File: config.mk
export PLATFORM = sky130hd
export DESIGN_NAME = pc_ctrl
export DESIGN_NICKNAME = d
export VERILOG_FILES = /design/src/sv/pc_pkg.sv /design/src/sv/pc_ctrl.sv
export SDC_FILE = /design/constraint.sdc
export NUM_CORES = 1
export LEC_CHECK = 0
export BUFFER_PORTS_ARGS = -buffer_cell sky130_fd_sc_hd__buf_2
export CAP_MARGIN = 10
export CORE_UTILIZATION = 36
export CTS_BUF_LIST = sky130_fd_sc_hd__clkbuf_16
export DETAILED_ROUTE_END_ITERATION = 10
export GPL_TIMING_DRIVEN = 0
export HOLD_SLACK_MARGIN = 0.06
export SETUP_SLACK_MARGIN = 0.3
export SKIP_CTS_REPAIR_TIMING = 1
export SLEW_MARGIN = 20
export SYNTH_ARGS = -nofsm -noshare
export SYNTH_HDL_FRONTEND = slang
export SYNTH_SLANG_ARGS = --single-unit
File: constraint.sdc
create_clock -name clk -period 2.2 [get_ports clk]
set_input_delay 0.44 -clock clk [delete_from_list [all_inputs] [get_ports clk]]
set_output_delay 0.44 -clock clk [all_outputs]
set_load 0.05 [all_outputs]
File: src/sv/pc_pkg.sv
`timescale 1ns / 1ps
`default_nettype none
package pc_pkg;

    typedef enum logic [3:0] {
        OP_NSXX,
        OP_SXSX,
        OP_NSYY,
        OP_SYSY,
        OP_NSXY,
        OP_SXSY,
        OP_AB,
        OP_NUM2,
        OP_SEARCH
    } op_t;

    typedef struct packed {
        logic acc_en;
        logic start;
        op_t  op;
        logic search_init;
        logic mid_en;
        logic finish;
    } cmd_t;

    typedef struct packed {
        logic mul_done;
        logic undef;
        logic search_done;
    } status_t;

    localparam logic [15:0] Q_INIT_HI = 16'h8000;
    localparam logic [15:0] Q_MAX_POS = 16'h7FFF;

endpackage
`default_nettype wire

File: src/sv/pc_ctrl.sv
`timescale 1ns / 1ps
`default_nettype none
module pc_ctrl
    import pc_pkg::*;
(
    input  wire logic    clk,
    input  wire logic    rst_n,
    input  wire logic    in_valid,
    input  wire logic    last_pair,
    output logic         in_ready,
    output logic         out_valid,
    input  wire logic    out_ready,
    input  wire status_t status,
    output cmd_t         cmd
);

    typedef enum logic [5:0] {
        S_ACC   = 6'b000001,
        S_START = 6'b000010,
        S_WAIT  = 6'b000100,
        S_CHECK = 6'b001000,
        S_MID   = 6'b010000,
        S_OUT   = 6'b100000
    } state_t;

    state_t state_reg, state_next;
    op_t    op_reg, op_next;
    logic   out_valid_reg, out_valid_next;

    assign in_ready  = (state_reg == S_ACC);
    assign out_valid = out_valid_reg;

    always_comb
    begin
        state_next     = state_reg;
        op_next        = op_reg;
        out_valid_next = out_valid_reg && !out_ready;
        cmd            = '0;
        cmd.op         = op_reg;
        unique case (state_reg)
            S_ACC:
            begin
                cmd.acc_en = in_valid;
                if (in_valid && last_pair)
                begin
                    op_next    = OP_NSXX;
                    state_next = S_START;
                end
            end
            S_START:
            begin
                cmd.start  = 1'b1;
                state_next = S_WAIT;
            end
            S_WAIT:
            begin
                if (status.mul_done)
                begin
                    unique case (op_reg)
                        OP_NSXX: begin op_next = OP_SXSX; state_next = S_START; end
                        OP_SXSX: begin op_next = OP_NSYY; state_next = S_START; end
                        OP_NSYY: begin op_next = OP_SYSY; state_next = S_START; end
                        OP_SYSY: begin op_next = OP_NSXY; state_next = S_START; end
                        OP_NSXY: begin op_next = OP_SXSY; state_next = S_START; end
                        OP_SXSY: state_next = S_CHECK;
                        OP_AB:   begin op_next = OP_NUM2; state_next = S_START; end
                        default: state_next = S_MID;
                    endcase
                end
            end
            S_CHECK:
            begin
                cmd.search_init = 1'b1;
                if (status.undef)
                begin
                    state_next = S_OUT;
                end
                else
                begin
                    op_next    = OP_AB;
                    state_next = S_START;
                end
            end
            S_MID:
            begin
                if (status.search_done)
                begin
                    state_next = S_OUT;
                end
                else
                begin
                    cmd.mid_en = 1'b1;
                    op_next    = OP_SEARCH;
                    state_next = S_START;
                end
            end
            S_OUT:
            begin
                if (!out_valid_reg || out_ready)
                begin
                    cmd.finish     = 1'b1;
                    out_valid_next = 1'b1;
                    state_next     = S_ACC;
                end
            end
            default: state_next = S_ACC;
        endcase
    end

    always_ff @(posedge clk or negedge rst_n)
    begin
        if (!rst_n)
        begin
            state_reg     <= S_ACC;
            op_reg        <= OP_NSXX;
            out_valid_reg <= 1'b0;
        end
        else
        begin
            state_reg     <= state_next;
            op_reg        <= op_next;
            out_valid_reg <= out_valid_next;
        end
    end

endmodule
`default_nettype wire

; ---- Yosys cells after proc, flatten, opt, wreduce, memory -nomap -nowiden
; Cells that the tools add are included.
[word_totals]
ff_bits = 11
input_bits = 8
out_inout_bits = 11
[classes]
n_eq_ne = 18
muxes = 22
reduce_logical = 10
[ops]
columns = cell, n
row1 = $pmux W6 S6, 1
row2 = $mux W6, 5
row3 = $pmux W4 S6, 1
row4 = $mux W4, 4
row5 = $pmux W4 S4, 1
row6 = $eq A4 B3 Y1 const B, 3
row7 = $pmux W5 S2, 1
row8 = $mux W1, 9
row9 = $eq A4 B2 Y1 const B, 2
row10 = $ne A2 B2 Y1 const B, 4
row11 = $ne A7 B7 Y1 const B, 1
row12 = $eq A6 B1 Y1 const B, 1
row13 = $eq A6 B2 Y1 const B, 1
row14 = $eq A6 B3 Y1 const B, 1
row15 = $eq A6 B4 Y1 const B, 1
row16 = $eq A6 B5 Y1 const B, 1
row17 = $eq A6 B6 Y1 const B, 1
row18 = $reduce_and A6 Y1, 1
row19 = $reduce_or A6 Y1, 1
row20 = $eq A4 B1 Y1 const B, 1
row21 = $logic_not A4 Y1, 1
row22 = $reduce_bool A4 Y1, 1
row23 = $reduce_and A3 Y1, 1
row24 = $logic_and A1 B1 Y1, 2
row25 = 3 further kinds, 4

; ---- Longest topological paths before layout
; Gate-level depths: netlist of the first run.
[logic_depth]
ltp_word = 5
ltp_mapped = 7

; ---- Worst setup path before layout of the first run
; OpenSTA, ideal clock, no wires.
[synth_timing]
kind = reg2out
from = register state_reg[0]
to = output port cmd[1] in the netlist's numbering
t_arrival_ps = 2291
required_time_ps = 1760
path_slack_ps = -531
path_stages_with_launch = 5
n_path_buf = 1
path_cell_list = dfstp_2 buf_6 nor2_1 nand2_1 nor4b_1
[synth_rtl]
columns = item, line
row1 = "start, declared", pc_ctrl.sv:26  ; state_t state_reg, state_next;
row2 = "start signal, assigned", pc_ctrl.sv:120  ; state_reg <= state_next;
row3 = "end, declared", pc_ctrl.sv:14  ; output cmd_t cmd

==> results list, run 1 <==
- Number of setup violations in the final report: 0
- Top_reg_cell synth: sky130_fd_sc_hd__dfrtp_1
- The clock drives 11 sinks.
- At the pin with the least slew margin, the transition time is 320.6 ps.
* Cell family contributing the most delay on the critical path: simple AND/OR/NAND/NOR gates
- Dividing the detail-routed via count by the number of cells gives 5.121.
- The area growth from synthesis to layout is 50.91%.
* Maximum fanout along the worst path: 7
- Endpoint of the most critical register-to-register path: op_reg[0]
- For this run, the total global-route usage over all layers was measured as 17.55%.
* Average wire per standard cell: 13.65 um
- The count of nets left with antenna violations once routing finished came out at 0.
- The largest single stage delay on the critical path is 480 ps.
* Final Skew: 0.3811 ps
* Number of flops mapped to enable cells by yosys: 0
- Via count: 635
* Syn. warnings: 0
- Setup slack of the most critical reg-to-reg path: 220 ps
- Post-layout net count: 108
* Worst Hold Class: primary input to async pin
* Detailed Routing Iterations Pass 1: 4
* Worst-case vdd ir drop: 0.0005797 V
* CTS clock-pin slew for the worst setup and hold paths: 40 ps
* Worst-case reg-to-reg path depth: 6
- DP Wirelength: 1149 um
* # Max-Cap Violations: 0
- The detailed router finished its first iteration with 19 violations.
- Setup total negative slack on the finished layout was measured at 0 ps.
- The max-slew violation count is 0.
- Of all flip-flops after synthesis, the portion carrying an async set or reset was 100.0%.
- CTS tree: yes
- Number of buffers inserted during clock tree synthesis: 3
- Headroom to the max-slew limit came out at 78.48%.
- The worst setup path is launched from a flip-flop.
- Largest buffer count on any clock path: 2
* CTS H-tree lvls: 1
- Sequential area share after synthesis: 40.18%
- In the finished design, the share of the clock period the worst path needs comes to 91.81%.
- The analysis attributes to cell leakage a power of 0.0005091 uW.
* Floorplan die width: 45.72 um
- At the worst endpoint, the required time is 1760 ps.
- Synthesis produced 70 cells.
- Root buffer cell: sky130_fd_sc_hd__clkbuf_16
- The hold violation total from the final report is 0.
* Area of the die: 2090 um^2
* Met2 usage: 26.29%
- Tracing the worst setup path back leads to its startpoint at state_reg[3].
* Quantity of I/O buffers inserted on ports: 18
* Power per cell area: 1165 nW/um^2
* Worst flop-to-flop path startpoint: state_reg[1]
- Die height: 45.72 um
* Critical path capture point type: output pin
- DRC Markers: 0
- Total wire length after detailed routing: 1692 um
* Unrepaired setup endpoints after global routing: yes
* # IOs: 19
- Netlist area before placement: 688.2 um^2
- For met1 alone, demand over resource in global routing was 23.94%.
- Antenna diodes: 0
- The number of antenna violations at the first check in global routing is 0.
- Ratio of cells with drive above 1 in the final layout: 51.52%
- RePlAce Congestion: 0.7139
- Data on the critical path arrives at its endpoint at 1580 ps.
* First-pass GRT wire length: 2511 um
* Floorplan Core Area: 1764 um^2
* Floorplan row count: 15
- The number of buffers and inverters on the critical path is 1.
- Number of flip-flops under the largest register name: 6
* Total of flip-flops plus latches after synthesis: 11
* Net count after synthesis: 78
- Count of cell types in the netlist: 33
- For this design, the slowest cell found on the critical path is sky130_fd_sc_hd__dfrtp_1.
- The run finished with clean final reports.
- For this configuration, the core starts out at a cell density of 39.01%.
- Timing would allow up to 0.4951 GHz.
- Gr busiest metal: met2
- Time the worst path needs with I/O delays and setup: 2020 ps
- The worst setup path is of the flip-flop to output pin kind.
- Post-Synthesis Mean Instance Area: 9.831 um^2
- Pin count of the biggest net entering global routing: 12
- Cells along the critical path: nor3_4 -> nand3_1 -> nor2b_2 -> clkbuf_4
- In the global route stage, met3 resource usage came out at 7.143%.
- The clock reaches the later pin of the worst-skew pair after 240 ps.
- The number of global-route vias before repair came to 556.
- Post-Route Hold Slack: 63.63 ps
- The total overflow left after global routing is 0.
[logic make-up after synthesis]
kind of cell / Yosys count / share of synthesized area (%)
AND/OR/NAND/NOR: 31 / 29.64
XOR/XNOR: 1 / 1.273
buffers and inverters: 5 / 4.909
flip-flops: 11 / 40.18
multiplexers: 5 / 8.728
AO/OA/AOI/OAI: 17 / 15.27
[cell type report]
class,instances,area (um^2)
fill,161,725.7
multi-input combinational,54,434.2
sequential,11,281.5
timing repair buffer,25,177.7
clock buffer,3,75.07
tap,25,31.28
buffer,2,22.52
inverter,3,11.26
clock inverter,1,5.005
[metal layers]
layer | part of all wire, % | wire length (um)
met1 | 47 | 798
met2 | 48 | 810
met3 | 4.9 | 83
met4 | 0 | 0
met5 | 0 | 0
[synth_stat cells, types with 2 or more instances]
| library cell | n | area share, % |
|---|---|---|
| sky130_fd_sc_hd__dfrtp_1 | 10 | 36 |
| sky130_fd_sc_hd__nand2_1 | 8 | 4.4 |
| sky130_fd_sc_hd__nor2_1 | 6 | 3.3 |
| sky130_fd_sc_hd__o21ai_0 | 6 | 4.4 |
| sky130_fd_sc_hd__a21oi_1 | 4 | 2.9 |
| sky130_fd_sc_hd__inv_1 | 3 | 1.6 |
| sky130_fd_sc_hd__mux2i_1 | 3 | 4.4 |
| sky130_fd_sc_hd__a31oi_1 | 2 | 1.8 |
| sky130_fd_sc_hd__buf_6 | 2 | 3.3 |
| sky130_fd_sc_hd__mux2_4 | 2 | 4.4 |
| sky130_fd_sc_hd__nand2b_1 | 2 | 1.8 |
[cell usage in the layout (no fill, tap or decap), drive strengths merged]
master	n
a31oi	2
dfrtp	10
and4b	2
clkbuf	4
nor4	2
nand3b	2
mux2i	3
nor2b	1
o21ai	6
nor2	6
and3b	2
buf	26
o21a	1
nand3	1
nor4b	1
nor3	1
dfstp	1
o22ai	1
inv	3
clkinv	1
and2	1
xor2	1
nand2b	2
o21bai	1
mux2	2
nand2	8
a22oi	1
nor3b	1
a311oi	1
a21oi	4
nor4bb	1
[report_power, final]
| group | internal (uW) | switching, uW | total (uW) |
|---|---|---|---|
| logic | 285 | 306 | 590 |
| registers | 238 | 50.3 | 289 |
| clock network | 241 | 90.5 | 331 |
[worst max-delay path by stage]
stage | endpoint | slack [ps] | depth (start not counted)
2_1_floorplan | cmd[1] | 150 | 4
4_1_cts | cmd[0] | 10 | 4
3_3_place_gp | op_reg[3] | 290 | 6
3_5_place_dp | cmd[0] | 270 | 4
5_1_grt | cmd[8] | 100 | 5
6_report | cmd[0] | 180 | 4
[per-stage QoR]
| stage | util, % | setup slack [ps] | instances | power (uW) | area (um^2) |
|---|---|---|---|---|---|
| 6_report | 58.87 | 180.2 | 124 | 1210 | 1039 |
| 5_1_grt | 58.87 | 103.6 | 124 | 1275 | 1039 |
| 4_1_cts | 52.48 | 14.21 | 117 | 1078 | 925.9 |
| 3_5_place_dp | 47.94 | 266.4 | 113 | 739.6 | 845.8 |
| 3_3_place_gp | 47.94 | 287.3 | 113 | 734.1 | 845.8 |
| 2_1_floorplan | - | 146.9 | 70 | 658.7 | 724.4 |
[worst register-to-register path, cell delays in order, from the launching register on]
cell	delay, ps
sky130_fd_sc_hd__dfrtp_2	470
sky130_fd_sc_hd__nor4_4	360
sky130_fd_sc_hd__and3b_4	280
sky130_fd_sc_hd__a22oi_2	100
sky130_fd_sc_hd__and4b_1	230
sky130_fd_sc_hd__buf_6	140
sky130_fd_sc_hd__mux2_4	280
Note: power is estimated with default switching activity, not from simulation.
==> run 2, diff against run 1 <==
Settings changed: SETUP_SLACK_MARGIN 0.3 to 0.2.
==> run 2 against run 1 <==
Net effect: routed wire length down 6.7%; worst hold slack improved by 8.4 ps; first-iteration DRC count shrank 47%; clock power fell by 3%; highest routed layer unchanged; non-clock buffer count fell by 3; global-route usage fell by 0.68 points; worst setup slack better by 47 ps; sequential share of layout area grew 1.3 points; register-to-register slack improved by 40 ps; cell area shrank 4.2%; core utilization down 2.5 points; flip-flop and latch count did not move.
==> results list, run 2 (synthesis results as in run 1) <==
- Slew at the pin closest to its max-slew limit: 266.5 ps (was 320.6 ps)
- Worst-case vdd ir drop: 0.0007238 V (was 0.0005797 V)
- The die height is 45.72 um (unchanged).
- CTS H-tree lvls: 1 (unchanged)
- Post-Route Hold Slack: 72.07 ps (was 63.63 ps)
* Met1 usage in global routing: 21.89% (was 23.94%)
- The remaining antenna violation count after routing came to 0 (unchanged).
- The initial standard-cell utilization of the core is 39.01% (unchanged).
- End of the critical path: cmd[8] (was cmd[0])
- Post-layout net count: 105 (was 108)
- Most common cell after layout, fill and taps aside: sky130_fd_sc_hd__buf_2 (unchanged)
- Floorplan Core Area: 1764 um^2 (unchanged)
* Largest buffer count on any clock path: 2 (unchanged)
- The final critical-path setup slack is 227.5 ps (was 180.2 ps).
- Area added between synthesis and finish: 44.55% (was 50.91%)
* CTS tree: yes (unchanged)
* Number of buffers inserted during clock tree synthesis: 3 (unchanged)
* Worst-case reg-to-reg path depth: 7 (was 6)
- Final Instance Count excl. Fillers: 121 (was 124)
* Violation count after the first detailed-routing iteration: 10 (was 19)
- RePlAce Congestion: 0.7992 (was 0.7139)
- The required time at the endpoint of the critical path was 1760 ps (about the same).
- The max-slew violation count came to 0 (unchanged).
* Worst slew slack as a fraction of its limit: 82.17% (was 78.48%)
- The via total after detailed routing came to 622 (was 635).
- Unrepaired setup endpoints after global routing: yes (unchanged)
* CTS clock-pin slew for the worst setup and hold paths: 40 ps (about the same)
* Power, Total: 1123 uW (was 1210 uW)
* # Max-Cap Violations: 0 (unchanged)
- Number of global-route vias before repair: 551 (was 556)
- The destination of the worst register-to-register timing path is op_reg[3] (was op_reg[0]).
- The global routing usage summed across all routing layers is 16.87% (was 17.55%).
* Worst flop-to-flop path startpoint: state_reg[0] (was state_reg[1])
- Worst Hold Class: primary input to async pin (unchanged)
- First-pass GRT wire length: 2456 um (was 2511 um)
- The final global-route overflow total came to 0 (unchanged).
- Quantity of I/O buffers inserted on ports: 18 (unchanged)
* Floorplan die width: 45.72 um (unchanged)
* Finished layout cell area: 994.7 um^2 (was 1039 um^2)
- The clock skew came to 1.862 ps (was 0.3811 ps).
- The clock network latency to the later pin of the worst-skew pair came to 230 ps (was 240 ps).
- Data arrival time of the critical path: 1530 ps (was 1580 ps)
* Number of antenna violations at the first check in global routing: 0 (unchanged)
- Critical path capture point type: output pin (unchanged)
- The number of diodes came to 0 (unchanged).
- The routing usage on met3 was 3.571% (was 7.143%).
- CP startpoint kind: flip-flop (unchanged)
* Pin count of the biggest net entering global routing: 12 (unchanged)
* Instance area at placement: 828.3 um^2 (was 845.8 um^2)
- Commonest non-fill, non-tap cells in the layout: sky130_fd_sc_hd__buf_2, sky130_fd_sc_hd__nand2_1, sky130_fd_sc_hd__o21ai_0, sky130_fd_sc_hd__buf_4 (was sky130_fd_sc_hd__buf_2, sky130_fd_sc_hd__nand2_1, sky130_fd_sc_hd__buf_4)
* Period Utilization, post-route: 89.66% (was 91.81%)
- The standby leakage power came to 0.0004670 uW (was 0.0005091 uW).
- The mean number of vias per cell was 5.140 (was 5.121).
- The DRC violation count after routing is 0 (unchanged).
- Average wire per standard cell: 13.05 um (was 13.65 um)
* DP Wirelength: 1108 um (was 1149 um)
* Ratio of cells with drive above 1 in the final layout: 50.00% (was 51.52%)
- Placed cell count: 113 (unchanged)
- Root buffer cell: sky130_fd_sc_hd__clkbuf_16 (unchanged)
- The number of failing setup endpoints in the final timing report came to 0 (unchanged).
- Run status: completed (unchanged).
- The length of the first detailed-routing pass in iterations was 4 (unchanged).
* Power per cell area: 1129 nW/um^2 (was 1165 nW/um^2)
- The peak-usage layer in the global routing report is met2 (unchanged).
- Time the worst path needs with I/O delays and setup: 1972 ps (was 2020 ps)
* Worst-case setup slack after placement: 219.0 ps (was 266.4 ps)
- The largest fanout on the critical path was 5 (was 7).
* Area of the die: 2090 um^2 (unchanged)
- Source of the critical timing path: state_reg[4] (was state_reg[3])
- The hold violation total from the final report came to 0 (unchanged).
- Total wire length after detailed routing: 1579 um (was 1692 um)
- The global-route met2 utilization came to 28.00% (was 26.29%).
- The kind of critical path is flip-flop to output pin (unchanged).
- The boundary pin count was 19 (unchanged).
- Floorplan row count: 15 (unchanged)
- Number of flip-flops under the largest register name: 6 (unchanged)
- Setup slack of the most critical reg-to-reg path: 260 ps (was 220 ps)
- TritonCTS Sinks: 11 (unchanged)
- The maximum clock frequency was 0.5070 GHz (was 0.4951 GHz).
-- run 2: worst max-delay path, cell delays in order (launching register included) --
cell	delay, ps
sky130_fd_sc_hd__dfrtp_2	450
sky130_fd_sc_hd__nor4_4	320
sky130_fd_sc_hd__nand2_1	130
sky130_fd_sc_hd__nor2_4	110
sky130_fd_sc_hd__and2_4	150
sky130_fd_sc_hd__buf_8	130
-- run 2: worst min-delay path by stage --
stage,start,endpoint,slack [ps],depth (start not counted)
3_3_place_gp,rst_n,op_reg[3],320,1
2_1_floorplan,rst_n,op_reg[0],140,0
5_1_grt,rst_n,op_reg[1],90,1
4_1_cts,rst_n,op_reg[0],80,1
6_report,rst_n,op_reg[0],70,1
3_5_place_dp,rst_n,op_reg[3],320,1
-- run 2: where the power goes --
| group | internal (uW) | leakage, uW | switching (uW) | total [uW] |
|---|---|---|---|---|
| registers | 239 | 0.000141 | 48.8 | 287 |
| logic | 229 | 0.000284 | 286 | 515 |
| clock network | 238 | 0.0000423 | 82.4 | 320 |
| total | 706 | 0.000467 | 417 | 1120 |
-- run 2: routing by layer --
metal  vias up  wire (um)
met1       296        693
met5         -          0
li1        308          -
met3         0         71
met4         0          0
met2        18        814
-- run 2: through the flow --
step	TNS, ps	utilization, %
6_report	0	56.38
3_3_place_gp	0	46.95
3_5_place_dp	0	46.95
4_1_cts	-37.08	51.42
2_1_floorplan	0	-
5_1_grt	0	56.38
-- run 2: layout make-up --
type,count,area (um^2)
repair buffers,22,140.1
clock inverters,1,3.754
inverters,3,11.26
plain buffers,2,22.52
fillers,173,769.5
flip-flops and latches,11,282.8
multi-input cells,54,427.9
clock buffers,3,75.07
well taps,25,31.28
==> run 3, diff against run 2 <==
Settings changed: CTS_BUF_LIST sky130_fd_sc_hd__clkbuf_16 to sky130_fd_sc_hd__clkbuf_4 sky130_fd_sc_hd__clkbuf_8, PLACE_DENSITY set to 0.68.
==> run 3 against run 2 <==
Net effect: combinational power is 3% higher; worst setup slack worse by 77 ps; worst hold slack better by 350 ps.
==> results list, run 3 (synthesis results as in run 1) <==
- The cell chosen for the clock root is sky130_fd_sc_hd__clkbuf_4 (was sky130_fd_sc_hd__clkbuf_16).
- The initial standard-cell utilization of the core was 39.01% (unchanged).
* Floorplan die width: 45.72 um (unchanged)
- The mean number of vias per cell came to 5.073 (was 5.140).
* Critical path capture point type: output pin (unchanged)
- The number of flip-flops under the largest register name came to 6 (unchanged).
- Slew at the pin closest to its max-slew limit: 277.9 ps (was 266.5 ps)
* Antenna diodes: 0 (unchanged)
- Unrepaired setup endpoints after global routing: yes (unchanged)
- The period utilization is 93.15% (was 89.66%).
- The kind of critical path is flip-flop to output pin (unchanged).
- Average wire per standard cell: 12.63 um (was 13.05 um)
* Worst hold path stage count: 2
- Total wire length after detailed routing: 1553 um (was 1579 um)
- The CTS buffer count came to 3 (unchanged).
* Number of global-route vias before repair: 567 (was 551)
* Multi-input gate area: 430.4 um^2 (was 427.9 um^2)
- The worst hold path begins at status[2].
* Die height: 45.72 um (unchanged)
* Worst flop-to-flop path startpoint: state_reg[4] (was state_reg[0])
- Most common cell after layout, fill and taps aside: sky130_fd_sc_hd__buf_2 (unchanged)
- Run status: completed (unchanged).
* Detailed Routing Iterations Pass 1: 4 (unchanged)
- Setup WS post-layout: 150.6 ps (was 227.5 ps)
- The highest-delay cell along the critical path is sky130_fd_sc_hd__dfrtp_2 (unchanged).
- The number of sinks handled by clock tree synthesis came to 11 (unchanged).
- The area occupied by registers came to 282.8 um^2 (unchanged).
* First-pass GRT wire length: 2394 um (was 2456 um)
- The final layout net count is 107 (was 105).
- Endpoint of the most critical register-to-register path: op_reg[0] (was op_reg[3])
* Violation count after the first detailed-routing iteration: 4 (was 10)
- The headroom to the max-slew limit was 81.33% (was 82.17%).
- Worst-case reg-to-reg path depth: 7 (unchanged)
* Final Skew: 6.622 ps (was 1.862 ps)
- Slowest stage delay, CP: 470 ps (was 450 ps)
- The remaining antenna violation count after routing came to 0 (unchanged).
* Placed cell count: 113 (unchanged)
* Pin count of the biggest net entering global routing: 12 (unchanged)
- Final Instance Count excl. Fillers: 123 (was 121)
- Quantity of I/O buffers inserted on ports: 18 (unchanged)
- The combined buffer and inverter count along the critical path came to 1 (unchanged).
- The critical path startpoint category was a flip-flop (unchanged).
* Floorplan Core Area: 1764 um^2 (unchanged)
* Total routing resource utilization after global routing: 16.21% (was 16.87%)
* Floorplan row count: 15 (unchanged)
* Time the worst path needs with I/O delays and setup: 2049 ps (was 1972 ps)
- Ratio of cells with drive above 1 in the final layout: 52.04% (was 50.00%)
- The required time at the endpoint of the critical path is 1760 ps (about the same).
- Commonest non-fill, non-tap cells in the layout: sky130_fd_sc_hd__buf_2, sky130_fd_sc_hd__nand2_1, sky130_fd_sc_hd__o21ai_0 (was sky130_fd_sc_hd__buf_2, sky130_fd_sc_hd__nand2_1, sky130_fd_sc_hd__o21ai_0, sky130_fd_sc_hd__buf_4)
- The synthesis-to-finish area growth was 44.00% (was 44.55%).
* Data arrival time of the critical path: 1610 ps (was 1530 ps)
- Area of the die: 2090 um^2 (unchanged)
- Worst-case vdd ir drop: 0.0006082 V (was 0.0007238 V)
- Number of setup violations in the final report: 0 (unchanged)
- Number of antenna violations at the first check in global routing: 0 (unchanged)
* Worst-case setup slack after placement: 220.7 ps (was 219.0 ps)
- Reported leakage power: 0.0004566 uW (was 0.0004670 uW)
- The hold violation total from the final report was 0 (unchanged).
- Total congestion overflow after global routing: 0 (unchanged)
- The worst hold-check path type was primary input to flip-flop (was primary input to async pin).
* Setup slack of the most critical reg-to-reg path: 250 ps (was 260 ps)
- Final slew viol count: 0 (unchanged)
- # Max-Cap Violations: 0 (unchanged)
* CTS tree: yes (unchanged)
- The DRC violation count after routing came to 0 (unchanged).
* CTS H-tree lvls: 1 (unchanged)
* Fmax: 0.4880 GHz (was 0.5070 GHz)
- The clock network latency to the later pin of the worst-skew pair is 270 ps (was 230 ps).
- Cells along the critical path: nor4_4 -> nand2_2 -> nor2_4 -> and2_4 -> buf_8 (was nor4_4 -> nand2_1 -> nor2_4 -> and2_4 -> buf_8).
* CTS clock-pin slew for the worst setup and hold paths: 70 ps (was 40 ps)
* Maximum fanout along the worst path: 5 (unchanged)
- Largest buffer count on any clock path: 2 (unchanged)
- Power per cell area: 958.1 nW/um^2 (was 1129 nW/um^2)
- Filler Cells Inserted: 181 (was 173)
- The largest delay contributor family on the critical path is simple AND/OR/NAND/NOR gates (unchanged).
- The weighted congestion at the end of routability-driven global placement is 0.8616 (was 0.7992).
* Hold Crit Endpoint: state_reg[2]
- The boundary pin count came to 19 (unchanged).
- DP Wirelength: 1142 um (was 1108 um)
* Via count: 624 (was 622)
- Final TNS setup: 0 ps (unchanged)
- Fin util: 56.17% (was 56.38%)
[run 3: changes by cell type in the layout (fill, tap and decap cells not counted), moves of 2 or more]
cell / delta
sky130_fd_sc_hd__buf_4: -2
sky130_fd_sc_hd__buf_6: +2
sky130_fd_sc_hd__clkbuf_16: -3
sky130_fd_sc_hd__clkbuf_4: +2
[run 3: layer usage]
| metal | vias to the layer above | GRT usage [%] | routed length (um) |
|---|---|---|---|
| met5 | - | 0 | 0 |
| met4 | 0 | 7.059 | 17 |
| met3 | 2 | 3.571 | 51 |
| met2 | 15 | 28.00 | 799 |
| met1 | 292 | 19.15 | 685 |
| li1 | 315 | - | - |
[run 3: where the power goes]
group          switching, uW  internal, uW  total (uW)  leakage (uW)
logic                    285           244         529      0.000298
clock network           67.4          67.2         135     0.0000177
registers               48.2           237         286      0.000141
total                    401           549         949      0.000457
[run 3: layout make-up]
type                    instances  share of cell area, %
inverters                       3                  1.136
well taps                      25                  3.157
flip-flops and latches         11                  28.54
repair buffers                 24                  18.69
plain buffers                   2                  2.273
multi-input cells              54                  43.43
clock buffers                   3                  2.273
clock inverters                 1                 0.5051
[run 3: worst max path at each step]
stage                      start     end  slack, ps  depth (start not counted)
CTS                 state_reg[5]  cmd[8]        -80                          5
global route        state_reg[4]  cmd[8]         70                          5
global placement    state_reg[5]  cmd[8]        230                          5
finish              state_reg[4]  cmd[8]        150                          5
detailed placement  state_reg[2]  cmd[8]        220                          5
floorplan           state_reg[1]  cmd[1]        130                          3
[run 3: metrics by stage]
step,area [um^2],hold slack (ps),power (uW)
after floorplan,706.9,144.4,656.9
after global placement,828.3,317.2,730.7
after detailed placement,828.3,319.6,739.8
after CTS,855.8,25.27,876.6
after global routing,991.0,438.0,1010
final,991.0,421.0,949.4
[run 3: worst reg2reg max path, cell delays in order (launching register included)]
cell                      delay [ps]
sky130_fd_sc_hd__dfrtp_2         470
sky130_fd_sc_hd__buf_4           160
sky130_fd_sc_hd__nor4_4          180
sky130_fd_sc_hd__and3b_4         280
sky130_fd_sc_hd__a22oi_2         100
sky130_fd_sc_hd__and4b_1         220
sky130_fd_sc_hd__buf_6           140
sky130_fd_sc_hd__mux2_4          290
